--- src/rtl/auto_baud_detector_defines.svh ---
// ----------------------------------------------------------------------------
// auto baud detector assertion macros
// concurrent checks on clk with synchronous active-low reset rst_n
// ----------------------------------------------------------------------------
`ifndef AUTO_BAUD_DETECTOR_DEFINES_SVH
`define AUTO_BAUD_DETECTOR_DEFINES_SVH

`ifndef NO_ASSERTIONS
// condition holds at every edge outside reset
`define ABD_ASSERT_ALWAYS(lbl, cond) \
  lbl: assert property (@(posedge clk) disable iff (!rst_n) (cond)) \
    else $error("abd check failed");
// antecedent implies consequent in the same cycle
`define ABD_ASSERT_IMPLIES(lbl, pre, post) \
  lbl: assert property (@(posedge clk) disable iff (!rst_n) (pre) |-> (post)) \
    else $error("abd check failed");
`else
`define ABD_ASSERT_ALWAYS(lbl, cond)
`define ABD_ASSERT_IMPLIES(lbl, pre, post)
`endif

`endif

--- src/rtl/abd_pkg.sv ---
// ----------------------------------------------------------------------------
// abd_pkg
// shared types and constants of the auto baud detector
// ----------------------------------------------------------------------------
`default_nettype none

package abd_pkg;

  localparam int CountWidth = 32;
  localparam int PulseWidth = 16;
  localparam logic [PulseWidth-1:0] IdlePulse = 16'hFFFF;

  localparam logic [1:0] CmdWidth  = 2'd0;
  localparam logic [1:0] CmdPeriod = 2'd1;
  localparam logic [1:0] CmdReport = 2'd2;

  localparam logic [2:0] StatStd   = 3'd0;
  localparam logic [2:0] StatRaw   = 3'd1;
  localparam logic [2:0] StatBelow = 3'd2;
  localparam logic [2:0] StatAbove = 3'd3;
  localparam logic [2:0] StatZero  = 3'd4;

  localparam logic [31:0] ClockHzReset = 32'd10000000;

  localparam int NumRates = 12;
  localparam logic [31:0] StdRates [NumRates] = '{
    32'd150, 32'd300, 32'd600, 32'd1200, 32'd2400, 32'd4800,
    32'd9600, 32'd19200, 32'd38400, 32'd57600, 32'd115200, 32'd230400
  };

  // scaled estimate widths: b*109 and b*100 of a 32-bit quotient
  localparam int ScaledWidth = 39;
  // floor(b*109/100) < 150  <=>  b*109 < 15000
  localparam logic [ScaledWidth-1:0] BelowLimit = 39'd15000;
  // floor(b*100/109) > 230400  <=>  b*100 >= 109*230401
  localparam logic [ScaledWidth-1:0] AboveLimit = 39'd25113709;

  localparam int QDepth = 2;
  localparam int QAw    = $clog2(QDepth);

  typedef struct packed {
    logic [1:0]  cmd;
    logic [31:0] capture_count;
  } in_item_t;

  typedef struct packed {
    logic [31:0] baud;
    logic [2:0]  status;
  } out_item_t;

  // push side of the pulse queue
  typedef struct packed {
    logic                  vld;
    logic [PulseWidth-1:0] pulse;
  } q_push_t;

  // queue fill status
  typedef struct packed {
    logic full;
    logic empty;
  } q_stat_t;

endpackage

`default_nettype wire

--- src/rtl/auto_baud_detector.sv ---
// ----------------------------------------------------------------------------
// auto_baud_detector
// baud rate estimate from the shortest pulse seen in timer captures
// ----------------------------------------------------------------------------
// report path: a report with a pending pulse is queued, then loaded, divided in 32
//   steps, scaled and snapped into the output register once the back end is idle
// throughput: captures and reports transfer one a cycle while the 2-entry queue
//   has room; the serial back end takes the next report only after the last is snapped
// reset: synchronous active low; clock_hz back to 10 MHz, last width 0,
//   shortest pulse rearmed to 65535, queue and result register emptied
`default_nettype none

`include "auto_baud_detector_defines.svh"

module auto_baud_detector (
  input  wire                 clk,
  input  wire                 rst_n,
  // capture and report items
  input  wire                 in_valid,
  output logic                in_stall,
  input  abd_pkg::in_item_t   in_item,
  // reported rates
  output logic                out_valid,
  input  wire                 out_stall,
  output abd_pkg::out_item_t  out_item,
  // clock_hz register write
  input  wire                 cfg_valid,
  output logic                cfg_ready,
  input  wire [31:0]          cfg_data
);

  // timer clock frequency, the dividend of every estimate
  logic [31:0] clock_hz_r, clock_hz_nxt;

  abd_pkg::q_push_t               q_push;
  abd_pkg::q_stat_t               q_stat;
  logic [abd_pkg::PulseWidth-1:0] q_head;
  logic                           q_pop;

  // register writes are always accepted and registered into clock_hz_r
  assign cfg_ready    = 1'b1;
  assign clock_hz_nxt = (cfg_valid && cfg_ready) ? cfg_data : clock_hz_r;

  always_ff @(posedge clk) begin
    if (!rst_n) begin
      clock_hz_r <= abd_pkg::ClockHzReset;
    end else begin
      clock_hz_r <= clock_hz_nxt;
    end
  end

  // front end: width/period tracking, report transfers queue the pulse
  abd_front u_front (
    .clk      (clk),
    .rst_n    (rst_n),
    .in_valid (in_valid),
    .in_stall (in_stall),
    .in_item  (in_item),
    .q_stat   (q_stat),
    .q_push   (q_push)
  );

  // pending reports, lets captures keep flowing during a division
  abd_fifo u_fifo (
    .clk   (clk),
    .rst_n (rst_n),
    .push  (q_push),
    .pop   (q_pop),
    .head  (q_head),
    .stat  (q_stat)
  );

  // back end: serial divide, scale, snap, output register
  abd_back u_back (
    .clk       (clk),
    .rst_n     (rst_n),
    .clock_hz  (clock_hz_r),
    .q_stat    (q_stat),
    .q_head    (q_head),
    .q_pop     (q_pop),
    .out_valid (out_valid),
    .out_stall (out_stall),
    .out_item  (out_item)
  );

  // the front end never writes into a full queue
  `ABD_ASSERT_IMPLIES(a_no_overflow, q_push.vld, !q_stat.full)
  // the back end never reads an empty queue
  `ABD_ASSERT_IMPLIES(a_no_underflow, q_pop, !q_stat.empty)
  // out of range and zero cases carry their fixed rate value
  `ABD_ASSERT_IMPLIES(a_above_ones, out_valid && out_item.status == abd_pkg::StatAbove, out_item.baud == 32'hFFFF_FFFF)
  `ABD_ASSERT_IMPLIES(a_low_zero, out_valid && (out_item.status == abd_pkg::StatBelow || out_item.status == abd_pkg::StatZero), out_item.baud == 32'd0)
  // a snapped rate lies within the standard table span
  `ABD_ASSERT_IMPLIES(a_std_span, out_valid && out_item.status == abd_pkg::StatStd, out_item.baud >= 32'd150 && out_item.baud <= 32'd230400)

endmodule

`default_nettype wire

--- src/rtl/abd_fifo.sv ---
// ----------------------------------------------------------------------------
// abd_fifo
// short queue of pending pulse lengths between front and back
// ----------------------------------------------------------------------------
`default_nettype none

module abd_fifo (
  input  wire                            clk,
  input  wire                            rst_n,
  input  abd_pkg::q_push_t               push,
  input  wire                            pop,
  output logic [abd_pkg::PulseWidth-1:0] head,
  output abd_pkg::q_stat_t               stat
);

  logic [abd_pkg::PulseWidth-1:0] ent_r [abd_pkg::QDepth];
  logic [abd_pkg::QAw-1:0]        wp_r, wp_nxt;
  logic [abd_pkg::QAw-1:0]        rp_r, rp_nxt;
  logic [abd_pkg::QAw:0]          cnt_r, cnt_nxt;

  assign head       = ent_r[rp_r];
  assign stat.full  = (cnt_r == (abd_pkg::QAw+1)'(abd_pkg::QDepth));
  assign stat.empty = (cnt_r == '0);

  always_comb begin
    wp_nxt  = push.vld ? wp_r + 1'b1 : wp_r;
    rp_nxt  = pop ? rp_r + 1'b1 : rp_r;
    cnt_nxt = cnt_r;
    if (push.vld && !pop) begin
      cnt_nxt = cnt_r + 1'b1;
    end else if (pop && !push.vld) begin
      cnt_nxt = cnt_r - 1'b1;
    end
  end

  always_ff @(posedge clk) begin
    if (!rst_n) begin
      wp_r  <= '0;
      rp_r  <= '0;
      cnt_r <= '0;
    end else begin
      wp_r  <= wp_nxt;
      rp_r  <= rp_nxt;
      cnt_r <= cnt_nxt;
    end
  end

  always_ff @(posedge clk) begin
    if (push.vld) begin
      ent_r[wp_r] <= push.pulse;
    end
  end

endmodule

`default_nettype wire

--- src/rtl/abd_front.sv ---
// ----------------------------------------------------------------------------
// abd_front
// takes capture and report items, tracks the shortest pulse, queues reports
// ----------------------------------------------------------------------------
`default_nettype none

module abd_front (
  input  wire                clk,
  input  wire                rst_n,
  input  wire                in_valid,
  output logic               in_stall,
  input  abd_pkg::in_item_t  in_item,
  input  abd_pkg::q_stat_t   q_stat,
  output abd_pkg::q_push_t   q_push
);

  logic [abd_pkg::CountWidth-1:0] last_w_r, last_w_nxt;
  logic [abd_pkg::PulseWidth-1:0] min_r, min_nxt;
  logic [abd_pkg::CountWidth-1:0] cnt;
  logic [abd_pkg::CountWidth-1:0] pulse;
  logic                           accept;

  assign in_stall = q_stat.full;
  assign accept   = in_valid && !in_stall;
  assign cnt      = in_item.capture_count[abd_pkg::CountWidth-1:0];
  assign pulse    = cnt - last_w_r;

  assign q_push.vld   = accept && (in_item.cmd == abd_pkg::CmdReport) &&
                        (min_r != abd_pkg::IdlePulse);
  assign q_push.pulse = min_r;

  always_comb begin
    last_w_nxt = last_w_r;
    min_nxt    = min_r;
    if (accept) begin
      case (in_item.cmd)
        abd_pkg::CmdWidth: begin
          last_w_nxt = cnt;
        end
        abd_pkg::CmdPeriod: begin
          // min never exceeds the idle value, so a smaller pulse fits 16 bits
          if (pulse < abd_pkg::CountWidth'(min_r)) begin
            min_nxt = pulse[abd_pkg::PulseWidth-1:0];
          end
        end
        abd_pkg::CmdReport: begin
          min_nxt = abd_pkg::IdlePulse;
        end
        default: begin
        end
      endcase
    end
  end

  always_ff @(posedge clk) begin
    if (!rst_n) begin
      last_w_r <= '0;
      min_r    <= abd_pkg::IdlePulse;
    end else begin
      last_w_r <= last_w_nxt;
      min_r    <= min_nxt;
    end
  end

endmodule

`default_nettype wire

--- src/rtl/abd_back.sv ---
// ----------------------------------------------------------------------------
// abd_back
// divides the clock by the pulse bit by bit, scales, and classifies the result,
// snapping it to a standard rate where one fits
`default_nettype none

module abd_back (
  input  wire                            clk,
  input  wire                            rst_n,
  input  wire [31:0]                     clock_hz,
  input  abd_pkg::q_stat_t               q_stat,
  input  wire [abd_pkg::PulseWidth-1:0]  q_head,
  output logic                           q_pop,
  output logic                           out_valid,
  input  wire                            out_stall,
  output abd_pkg::out_item_t             out_item
);

  localparam logic [1:0] StIdle = 2'd0;
  localparam logic [1:0] StDiv  = 2'd1;
  localparam logic [1:0] StMul  = 2'd2;
  localparam logic [1:0] StCmp  = 2'd3;

  logic [1:0]                       st_r, st_nxt;
  logic [4:0]                       step_r, step_nxt;
  logic [abd_pkg::PulseWidth-1:0]   div_r, div_nxt;
  logic [abd_pkg::PulseWidth-1:0]   rem_r, rem_nxt;
  logic [31:0]                      dq_r, dq_nxt;
  logic                             zero_r, zero_nxt;
  logic [abd_pkg::ScaledWidth-1:0]  b109_r, b109_nxt;
  logic [abd_pkg::ScaledWidth-1:0]  b100_r, b100_nxt;
  logic                             out_valid_r, out_valid_nxt;
  abd_pkg::out_item_t               out_r, out_nxt;

  logic [abd_pkg::PulseWidth:0]     shifted;
  logic                             ge;
  logic [abd_pkg::PulseWidth:0]     diff;
  abd_pkg::out_item_t               res;
  logic                             found;
  logic                             slot_free;

  assign out_valid = out_valid_r;
  assign out_item  = out_r;
  assign slot_free = !out_valid_r || !out_stall;
  assign q_pop     = (st_r == StIdle) && !q_stat.empty;

  // one restoring division step
  assign shifted = {rem_r, dq_r[31]};
  assign ge      = (shifted >= {1'b0, div_r});
  assign diff    = shifted - {1'b0, div_r};

  // classification of the scaled estimate
  always_comb begin
    found = 1'b0;
    res   = '{baud: dq_r, status: abd_pkg::StatRaw};
    if (zero_r) begin
      res = '{baud: 32'd0, status: abd_pkg::StatZero};
    end else if (b109_r < abd_pkg::BelowLimit) begin
      res = '{baud: 32'd0, status: abd_pkg::StatBelow};
    end else if (b100_r >= abd_pkg::AboveLimit) begin
      res = '{baud: 32'hFFFF_FFFF, status: abd_pkg::StatAbove};
    end else begin
      for (int k = 0; k < abd_pkg::NumRates; k++) begin
        // rate strictly inside the window of the estimate
        if (!found &&
            (b109_r >= abd_pkg::ScaledWidth'(64'd100 * (64'(abd_pkg::StdRates[k]) + 64'd1))) &&
            (b100_r <  abd_pkg::ScaledWidth'(64'd109 * 64'(abd_pkg::StdRates[k])))) begin
          found = 1'b1;
          res   = '{baud: abd_pkg::StdRates[k], status: abd_pkg::StatStd};
        end
      end
    end
  end

  always_comb begin
    st_nxt        = st_r;
    step_nxt      = step_r;
    div_nxt       = div_r;
    rem_nxt       = rem_r;
    dq_nxt        = dq_r;
    zero_nxt      = zero_r;
    b109_nxt      = b109_r;
    b100_nxt      = b100_r;
    out_valid_nxt = out_valid_r && out_stall;
    out_nxt       = out_r;
    case (st_r)
      StIdle: begin
        if (!q_stat.empty) begin
          div_nxt  = q_head;
          rem_nxt  = '0;
          dq_nxt   = clock_hz;
          step_nxt = '0;
          zero_nxt = (q_head == '0);
          st_nxt   = (q_head == '0) ? StCmp : StDiv;
        end
      end
      StDiv: begin
        rem_nxt  = ge ? diff[abd_pkg::PulseWidth-1:0] : shifted[abd_pkg::PulseWidth-1:0];
        dq_nxt   = {dq_r[30:0], ge};
        step_nxt = step_r + 1'b1;
        if (step_r == 5'd31) begin
          st_nxt = StMul;
        end
      end
      StMul: begin
        b109_nxt = abd_pkg::ScaledWidth'(dq_r) * abd_pkg::ScaledWidth'(109);
        b100_nxt = abd_pkg::ScaledWidth'(dq_r) * abd_pkg::ScaledWidth'(100);
        st_nxt   = StCmp;
      end
      StCmp: begin
        if (slot_free) begin
          out_nxt       = res;
          out_valid_nxt = 1'b1;
          st_nxt        = StIdle;
        end
      end
      default: begin
        st_nxt = StIdle;
      end
    endcase
  end

  always_ff @(posedge clk) begin
    if (!rst_n) begin
      st_r        <= StIdle;
      out_valid_r <= 1'b0;
    end else begin
      st_r        <= st_nxt;
      out_valid_r <= out_valid_nxt;
    end
  end

  always_ff @(posedge clk) begin
    step_r <= step_nxt;
    div_r  <= div_nxt;
    rem_r  <= rem_nxt;
    dq_r   <= dq_nxt;
    zero_r <= zero_nxt;
    b109_r <= b109_nxt;
    b100_r <= b100_nxt;
    out_r  <= out_nxt;
  end

endmodule

`default_nettype wire
--- config.mk ---
export PLATFORM = sky130hd
export DESIGN_NAME = auto_baud_detector
export DESIGN_NICKNAME = d
export VERILOG_FILES = /design/src/rtl/abd_pkg.sv /design/src/rtl/auto_baud_detector.sv /design/src/rtl/abd_fifo.sv /design/src/rtl/abd_front.sv /design/src/rtl/abd_back.sv
export VERILOG_INCLUDE_DIRS = /design/src /design/src/rtl
export SDC_FILE = /design/constraint.sdc
export NUM_CORES = 1
export LEC_CHECK = 0
export ABC_CLOCK_PERIOD_IN_PS = 6500
export BUFFER_PORTS_ARGS = -buffer_cell sky130_fd_sc_hd__clkbuf_2
export CAP_MARGIN = 20
export CORE_ASPECT_RATIO = 1.4
export CORE_MARGIN = 10
export CORE_UTILIZATION = 30
export CTS_BUF_LIST = sky130_fd_sc_hd__clkbuf_16
export DETAILED_ROUTE_END_ITERATION = 16
export PLACE_DENSITY = 0.48
export SYNTH_ARGS = -nofsm -noshare
export SYNTH_HDL_FRONTEND = slang
export SYNTH_SLANG_ARGS = --single-unit
--- constraint.sdc ---
create_clock -name clk -period 6.5 [get_ports clk]
set_input_delay 1.3 -clock clk [delete_from_list [all_inputs] [get_ports clk]]
set_output_delay 1.3 -clock clk [all_outputs]
set_load 0.05 [all_outputs]
== Yosys cells after proc, flatten, opt, wreduce, memory -nomap -nowiden ==
Memory sizes are Yosys's and may differ from the RTL's. A register that Yosys moved wholly into a read port is not among the register bits.
Index checks and enable logic that the tools add are counted.

* Register bits after elaboration: 268
* Memory bits (writable): 32
* Input port bits: 71
* Word-level logic and storage cells: 211
* Memories: 1

{| class="wikitable"
|+ Memory list
! name !! depth !! width !! read ports !! clocked after Yosys merged registers in !! write ports !! line !! RTL
|-
| u_fifo.ent_r || 2 || 16 || 1 || 1 || 1 || abd_fifo.sv:16 || <nowiki>logic [abd_pkg::PulseWidth-1:0] ent_r [abd_pkg::QDepth];</nowiki>
|}

* Add/sub/neg operators: 7
* Multipliers: 2
* $lt $le $gt $ge: 28
* Equal/unequal tests: 12
* Multiplexer cells: 80
* Bitwise operators: 1
* Reduce and logical (&&, ||, !) cells: 62

{| class="wikitable"
|+ Operators by type and width
! kind !! number
|-
| $mux W35 || 13
|-
| $ge A39 B25 Y1 const B || 2
|-
| $lt A39 B14 Y1 const B || 2
|-
| $pmux W16 S2 || 2
|-
| $pmux W32 S2 || 1
|-
| $mux W1 || 50
|-
| $mux W16 || 3
|-
| $ge A39 B14 Y1 const B || 1
|-
| $ge A39 B15 Y1 const B || 1
|-
| $ge A39 B16 Y1 const B || 1
|-
| $ge A39 B17 Y1 const B || 1
|-
| $ge A39 B18 Y1 const B || 1
|-
| $ge A39 B19 Y1 const B || 1
|-
| $ge A39 B20 Y1 const B || 1
|-
| $ge A39 B21 Y1 const B || 1
|-
| $ge A39 B22 Y1 const B || 1
|-
| $ge A39 B23 Y1 const B || 1
|-
| $ge A39 B24 Y1 const B || 1
|-
| $lt A39 B15 Y1 const B || 1
|-
| $lt A39 B16 Y1 const B || 1
|-
| $lt A39 B17 Y1 const B || 1
|-
| $lt A39 B18 Y1 const B || 1
|-
| $lt A39 B19 Y1 const B || 1
|-
| $lt A39 B20 Y1 const B || 1
|-
| 37 further kinds || 102
|}

== Longest topological paths before layout ==
Gate-level depths: netlist (run 1).

* Word-level depth: 82
* Mapped depth: 24
* Mapped depth without buffers: 23

== Hierarchy ==
A second synthesis (run 1) with hierarchy kept.

* Cell total of the unflattened synthesis: 2,307
* Area, all modules: 23,263.6 µm²

{| class="wikitable"
|+ Modules (own cells, without submodules)
! module !! instances !! cells each !! area an instance (µm²)
|-
| abd_back || 1 || 1,533 || 16,200.5
|-
| abd_front || 1 || 597 || 4,455.5
|-
| abd_fifo || 1 || 72 || 1,372.6
|-
| auto_baud_detector || 1 || 105 || 1,234.9
|}

== Worst setup path after synthesis (run 1) ==
Ideal clock, no wire load.

* Kind: input port to flip-flop
* Start: input in_item[0] in the netlist's numbering
* End: register u_front.min_r[10] in the netlist's numbering
* Setup time: 120 ps
* Arrival time: 5,592 ps
* Setup slack: 789 ps
* Cell stages on the path: 24
* Cells stage by stage: inv_1 -> ha_1 -> inv_1 -> fa_1 -> a21o_1 -> a221oi_1 -> o21ai_0 -> a21oi_1 -> o21ai_0 -> a21o_1 -> a21oi_1 -> xnor2_1 -> ha_1 -> nand4_1 -> a211oi_1 -> o31ai_1 -> o21ai_0 -> or3_1 -> nor4_1 -> nand4_1 -> a2111oi_4 -> nand4_4 -> buf_6 -> mux2i_1

* Word-level cells in the longest chain between the ends: 4

{| class="wikitable"
|+ RTL lines
! item !! line !! RTL
|-
| from (decl) || auto_baud_detector.sv:21 || <nowiki>input abd_pkg::in_item_t in_item,</nowiki>
|-
| $sub A32 B32 Y32 * || abd_front.sv:26 || <nowiki>assign pulse = cnt - last_w_r;</nowiki>
|-
| $lt A32 B16 Y1 || abd_front.sv:42 || <nowiki>if (pulse < abd_pkg::CountWidth'(min_r)) begin</nowiki>
|-
| $ne A2 B1 Y1 (no line) || -- ||
|-
| $reduce_and A3 Y1 (no line) || -- ||
|-
| to (signal assigned) || abd_front.sv:58 || <nowiki>min_r <= abd_pkg::IdlePulse;</nowiki>
|-
| to (signal assigned) || abd_front.sv:61 || <nowiki>min_r <= min_nxt;</nowiki>
|-
| to (decl) || abd_front.sv:18 || <nowiki>logic [abd_pkg::PulseWidth-1:0] min_r, min_nxt;</nowiki>
|}

Mark *: on every way between the ends. The rest lies on a longest branch, timed or not. The select of a mux whose other input is x is not followed.
A chain may end at the register's enable or synchronous reset.

== Worst setup path after layout (run 1) ==
Ends and elaborated chain as after synthesis.

==> summary.txt, run 1 <==
Synthesis
  • Synth area leaders: edfxtp_1, ha_1, fa_1, dfxtp_1, inv_1
  • Ys async rst share: 0
  • Yosys reg bits: 299
  • EDFF count, synth: around 210
  • Sequential fraction of the synthesis area: 0.360
  • Mapped Area: about 22,000 µm²
  • Number of library cell types mapped by synthesis: 91
  • Syn avg cell area: 10.1 µm²
  • Synth top area share: 0.282
  • Synth warnings: 0
  • Top_reg_cell synth: edfxtp_1
  • Post-synthesis instance total: 2,230
  • Syn Nets: 2,634
  • Yosys top cell by area: edfxtp_1

STA
  • Post-Route Setup TNS: 0 ps
  • Final count of hold timing violations: 0
  • RSZ-0062 raised after global routing: false
  • Worst-margin pin slew: roughly 950 ps
  • Post-Route Hold Slack: 452 ps
  • Min cycle time layout: slightly below 6000 ps
  • Setup slack after layout: 683 ps
  • Relative slew slack: 0.360
  • Fin Clk Skew: 27.3 ps
  • Fin crit share: 0.895
  • Final Setup Violations: 0
  • Final Slew Violations: 0
  • FMAX: 0.172 GHz

Detailed routing
  • Via count: around 17,000
  • Initial DRC Count: 700
  • DR pass1 iterations: 5
  • Via/cell ratio: 5.01
  • Antenna Violating Nets Remaining: 0
  • Final wirelength: 62,700 µm
  • # DRC: 0
  • Wire length per cell: 18.9 µm

Worst hold path
  • Worst Hold Class: flop to flop

Cells and area
  • Final nets: 2,739
  • Area of the multi-input gates: 13,200 µm²
  • Filler cell count: 7,628
  • Layout cells sized above 1: 0.110
  • Most common cell after layout, fill and taps aside: inv_1
  • Area grow syn2layout: 12.7%
  • N_diodes: 0
  • Sequential cell area: 8100 µm²
  • Layout Cells excl Fill: 3,322
  • Commonest cells after routing, fill and taps aside: inv_1, ha_1, edfxtp_1, nand2_1, a21oi_1

Placed design
  • Setup WS pre-CTS: 123 ps
  • DP Cell Count: 3,255
  • Routability-driven placement congestion ratio: 0.916
  • IO buf count: 107
  • DP Wirelength: a little over 50,000 µm

Clock network
  • Longest Clk Path Bufs: 3
  • # Post-CTS Setup Buffers: 0
  • PostCTS Resize Cnt: 0
  • Clock latency on the worst-skew pair: between 500 and 600 ps
  • Num CTS Buffers: 36
  • Cts hold-fix bufs: 0
  • Worst-path clk slew: 60 ps
  • TritonCTS clock tree: yes
  • Root buffer cell: clkbuf_16
  • H-Tree Depth: 2
  • CTS Sinks: 299

Floorplanning
  • Top Ports: 109
  • Core Region: 74,100 µm²
  • Initial Util: 0.303
  • Die Y: about 340 µm
  • Die X-Extent: 251 µm
  • Die area: 86,400 µm²
  • Row cnt: about 120

Setup path
  • Critical-path maximum fanout: 16
  • Setup crit start kind: input port
  • Required time worst endpoint: 6970 ps
  • CP endpoint kind: flop
  • Worst path arrival time: 6280 ps
  • Setup CP Type: input port to flop

GRT
  • Largest net degree at the start of global routing: 56
  • First-pass GRT wire length: slightly below 100,000 µm
  • Initial antenna violation count: 4
  • Vias in the first global route: 17,400
  • GRT overflow: 0
  • GRT Total Usage: 0.144

Run status
  • Outcome: finished, final reports clean

Job
  • Max Cap Viol: 0
worst max-delay path: stages:
cell       delay [ps]
clkbuf_2           90
inv_1              50
ha_1              160
inv_1              60
fa_1              400
a21o_1            190
a221oi_1          400
o21ai_0           140
a21oi_1           240
o21ai_0           180
a21o_1            210
a21oi_1           160
xnor2_1           180
ha_1              280
nand4_1           110
a211oi_1           70
o31ai_1            80
o21ai_0           110
or3_1             310
nor4_1            300
nand4_1           190
a2111oi_4         400
nand4_4           380
mux2i_1           280
cells in the mapped netlist (6+ instances only):
| master | instances |
|---|---|
| o21ai_0 | 66 |
| o211ai_1 | 11 |
| nand4_1 | 22 |
| or2_2 | 6 |
| nand3_1 | 53 |
| mux2i_1 | 54 |
| nor4_1 | 18 |
| a21o_1 | 61 |
| and3_1 | 17 |
| inv_1 | 255 |
| a2111oi_0 | 9 |
| xnor2_1 | 64 |
| mux2_2 | 47 |
| and2_1 | 12 |
| nand2_1 | 169 |
| a211oi_1 | 14 |
| xor2_1 | 34 |
| ha_1 | 219 |
| a21oi_1 | 161 |
| o21bai_1 | 19 |
| edfxtp_1 | 211 |
| a311oi_1 | 6 |
| and4_1 | 7 |
| buf_1 | 6 |
| nand3b_1 | 6 |
| a21boi_1 | 16 |
| or3_1 | 13 |
| o2111ai_1 | 9 |
| nor3_1 | 28 |
| nor2b_1 | 17 |
| nor2_1 | 149 |
| clkbuf_1 | 48 |
| o21a_1 | 19 |
| dfxtp_1 | 88 |
| o21ai_1 | 10 |
| fa_1 | 114 |
| nand2b_1 | 27 |
| o31ai_1 | 19 |
| a31oi_1 | 9 |
| nand4b_1 | 7 |
| o31a_1 | 6 |
| a221oi_1 | 7 |
final cells by class:
type | instances | share of cell area
multi-input cells | 1612 | 0.521
flip-flops and latches | 299 | 0.320
well taps | 960 | 0.0474
inverters | 261 | 0.0387
clock buffers | 36 | 0.0356
repair buffers | 125 | 0.0269
clock inverters | 29 | 0.0103
cell families (layout without fill, tap and decap cells):
group / after synthesis / in the layout / share of synthesized area
fa+ha+maj: 333 / 333 / 0.224
buf+inv: 319 / 451 / 0.0539
xor+xnor: 98 / 98 / 0.0382
other cells: 1 / 1 / 0.000167
mux: 101 / 101 / 0.0476
simple gates: 576 / 576 / 0.126
flops: 299 / 299 / 0.360
compound gates: 503 / 503 / 0.150
per-stage QoR:
step	cell area (µm²)	utilization
4_1_cts	25300	0.341
5_1_grt	25300	0.342
2_1_floorplan	22500	-
3_5_place_dp	24100	0.326
3_3_place_gp	24100	0.325
6_report	25300	0.342
state kept, by name (all words and copies together) (netlist names), named ones only:
name              flops
u_back.b109_r        39
u_back.step_r         5
u_fifo.rp_r           1
u_back.zero_r         1
u_front.min_r        16
u_back.dq_r          32
u_back.b100_r        35
u_back.div_r         16
u_fifo.ent_r         32
u_back.out_valid      1
clock_hz_r           32
u_fifo.wp_r           1
u_front.last_w_r     32
u_fifo.cnt_r          2
u_back.out_item      35
u_back.rem_r         16
u_back.st_r           2
metal layers:
layer / wire [µm] / GRT usage
met5: 48 / 0
met4: 2340 / 0.0567
met3: 2140 / 0.0227
met2: 33800 / 0.278
met1: 24400 / 0.152
worst paths after layout:
path / from / to / slack (ps) / depth (start not counted)
worst max register to register: u_back.dq_r[2] / u_back.b109_r[38] / 910 / 18
worst min register to register: u_front.last_w_r[13] / u_front.last_w_r[13] / 450 / 2
worst max-delay path: in_item[0] / u_front.min_r[10] / 680 / 24
worst min-delay path: u_front.last_w_r[13] / u_front.last_w_r[13] / 450 / 2
Power of run 1 is not shown: default switching activity piles up to over one toggle a cycle in this logic, so the estimate is an artifact.
==> run 2, diff against run 1 <==
--- a/config.mk
+++ b/config.mk
@@ -7,14 +7,14 @@
 export NUM_CORES = 1
 export LEC_CHECK = 0
 export ABC_CLOCK_PERIOD_IN_PS = 6500
-export BUFFER_PORTS_ARGS = -buffer_cell sky130_fd_sc_hd__clkbuf_2
+export BUFFER_PORTS_ARGS = -buffer_cell sky130_fd_sc_hd__buf_2
 export CAP_MARGIN = 20
 export CORE_ASPECT_RATIO = 1.4
 export CORE_MARGIN = 10
 export CORE_UTILIZATION = 30
 export CTS_BUF_LIST = sky130_fd_sc_hd__clkbuf_16
 export DETAILED_ROUTE_END_ITERATION = 16
-export PLACE_DENSITY = 0.48
+export PLACE_DENSITY_LB_ADDON = 0.25
 export SYNTH_ARGS = -nofsm -noshare
 export SYNTH_HDL_FRONTEND = slang
 export SYNTH_SLANG_ARGS = --single-unit
==> summary.txt, run 2 (same netlist as run 1, synthesis figures left out) <==
Run status
  • Outcome: finished, final reports clean

Detailed routing
  • DR pass1 iterations: 5 (unchanged)
  • Via count: 16,800 (+0.62%)
  • Antenna Violating Nets Remaining: 0 (unchanged)
  • Via/cell ratio: 5.05 (+0.68%)
  • Initial DRC Count: 933 (+33%)
  • # DRC: 0 (unchanged)
  • Final wirelength: 61,100 µm (-2.7%)
  • Wire length per cell: 18.4 µm (-2.6%)

Clock network
  • Longest Clk Path Bufs: 3 (unchanged)
  • Num CTS Buffers: 35 (-2.8%)
  • Root buffer cell: clkbuf_16
  • CTS Sinks: 299 (unchanged)
  • Cts hold-fix bufs: 0 (unchanged)
  • PostCTS Resize Cnt: 0 (unchanged)
  • # Post-CTS Setup Buffers: 0 (unchanged)
  • H-Tree Depth: 2 (unchanged)
  • Clock latency on the worst-skew pair: 560 ps (about the same)
  • Worst-path clk slew: 60 ps (about the same)
  • TritonCTS clock tree: yes

Setup path
  • Critical-path maximum fanout: 16 (unchanged)
  • Setup CP Type: input port to flop
  • Required time worst endpoint: 6930 ps (-40 ps)
  • Worst path arrival time: 6160 ps (-120 ps)
  • Setup crit start kind: input port
  • R2R cell count: 18 (unchanged)
  • CP endpoint kind: flop

Cells and area
  • Top reg by flops: u_back.b109_r
  • Area grow syn2layout: 12.9%
  • Commonest cells after routing, fill and taps aside: inv_1, ha_1, edfxtp_1, nand2_1, a21oi_1
  • Filler cell count: 7,624 (-0.052%)
  • Most common cell after layout, fill and taps aside: inv_1
  • Final nets: 2,736 (-0.11%)
  • Largest regs: u_back.b109_r: 39 flops, u_back.b100_r: 35 flops, u_back.out_item: 35 flops
  • Max reg flops: 39 (unchanged)
  • Layout cells sized above 1: 0.108 (-0.00240)

Placed design
  • Routability-driven placement congestion ratio: 0.934 (+1.9%)
  • DP Wirelength: 49,300 µm (-2.4%)
  • IO buf count: 107 (unchanged)

STA
  • Final Slew Violations: 0 (unchanged)
  • Post-Route Setup TNS: 0 ps (unchanged)
  • Min cycle time layout: 5730 ps (-88.9 ps)
  • Relative slew slack: 0.281 (-0.0783)
  • Fin Clk Skew: 27.6 ps (+0.308 ps)
  • Fin crit share: 0.881 (-0.0137)
  • RSZ-0062 raised after global routing: false
  • Final Setup Violations: 0 (unchanged)
  • FMAX: 0.175 GHz (+1.6%)
  • Final count of hold timing violations: 0 (unchanged)
  • Worst-margin pin slew: 1070 ps (+121 ps)

GRT
  • Initial antenna violation count: 4 (unchanged)
  • First-pass GRT wire length: 96,200 µm (-1.5%)
  • Largest net degree at the start of global routing: 75 (+34%)
  • GRT Total Usage: 0.140 (-0.00353)
  • GRT overflow: 0 (unchanged)
  • Vias in the first global route: 17,500 (+0.61%)

Floorplanning
  • Row cnt: 118 (unchanged)
  • Top Ports: 109 (unchanged)
  • Die Y: 344 µm (unchanged)
  • Initial Util: 0.303 (unchanged)
  • Die X-Extent: 251 µm (unchanged)
  • Core Region: 74,100 µm² (unchanged)
  • Die area: 86,400 µm² (unchanged)

Worst hold path
  • Hold path cells: 2 (unchanged)
  • Worst Hold Class: flop to flop

Job
  • Max Cap Viol: 0 (unchanged)
-- run 2: changes by cell type in the layout (fill, tap and decap cells not counted), sizes merged --
| cell | before | now |
|---|---|---|
| bufinv | 3 | 7 |
| buf | 18 | 123 |
| clkbuf | 143 | 36 |
| clkinvlp | 4 | 3 |
| diode | 0 | 1 |
| inv | 268 | 267 |
| clkinv | 15 | 12 |
-- run 2: metrics by stage --
step | setup slack, ps | cells | area, µm² | utilization | hold slack [ps]
global route | 314 | 3319 | 25400 | 0.342 | 473
CTS | 753 | 3319 | 25400 | 0.342 | 455
global placement | 247 | 3254 | 24100 | 0.325 | 442
finish | 772 | 3320 | 25400 | 0.342 | 453
floorplan | 789 | 2230 | 22500 | - | 436
detailed placement | 175 | 3255 | 24100 | 0.326 | 447
-- run 2: final cells by class --
cell class / count / area (µm²) / share of cell area
Inverter: 261 / 980 / 0.0386
Timing Repair Buffer: 123 / 659 / 0.0260
Sequential cell: 299 / 8100 / 0.319
Antenna cell: 1 / 2.50 / 0.0000987
Clock buffer: 36 / 901 / 0.0355
Clock inverter: 28 / 327 / 0.0129
Tap cell: 960 / 1200 / 0.0474
Multi-Input combinational cell: 1612 / 13200 / 0.520
-- run 2: routing by layer --
metal / share of wire / GRT usage / up-vias / routed length, µm
met3: 0.040 / 0.0250 / 121 / 2420
met1: 0.38 / 0.148 / 8124 / 23500
li1: - / - / 8198 / -
met2: 0.53 / 0.268 / 306 / 32600
met5: 0.00038 / 0 / - / 23
met4: 0.041 / 0.0608 / 6 / 2500
-- run 2: worst max-delay path, cell delays in order --
cell and delay [ps]:
buf_2 100, inv_1 50, ha_1 160, inv_1 60
fa_1 390, a21o_1 190, a221oi_1 350, o21ai_0 140
a21oi_1 220, o21ai_0 160, a21o_1 210, a21oi_1 170
xnor2_1 170, ha_1 280, nand4_1 110, a211oi_1 70
o31ai_1 80, o21ai_0 130, or3_1 320, nor4_1 270
nand4_1 190, a2111oi_4 410, nand4_4 380, mux2i_1 220
-- run 2: worst paths after layout --
| check | from | to | slack, ps |
|---|---|---|---|
| min reg2reg | u_front.last_w_r[10] | u_front.last_w_r[10] | 450 |
| min | u_front.last_w_r[10] | u_front.last_w_r[10] | 450 |
| max | in_item[0] | u_front.min_r[6] | 770 |
| max reg2reg | u_back.dq_r[4] | u_back.b109_r[38] | 960 |
Power of run 2 is left out for the same reason.
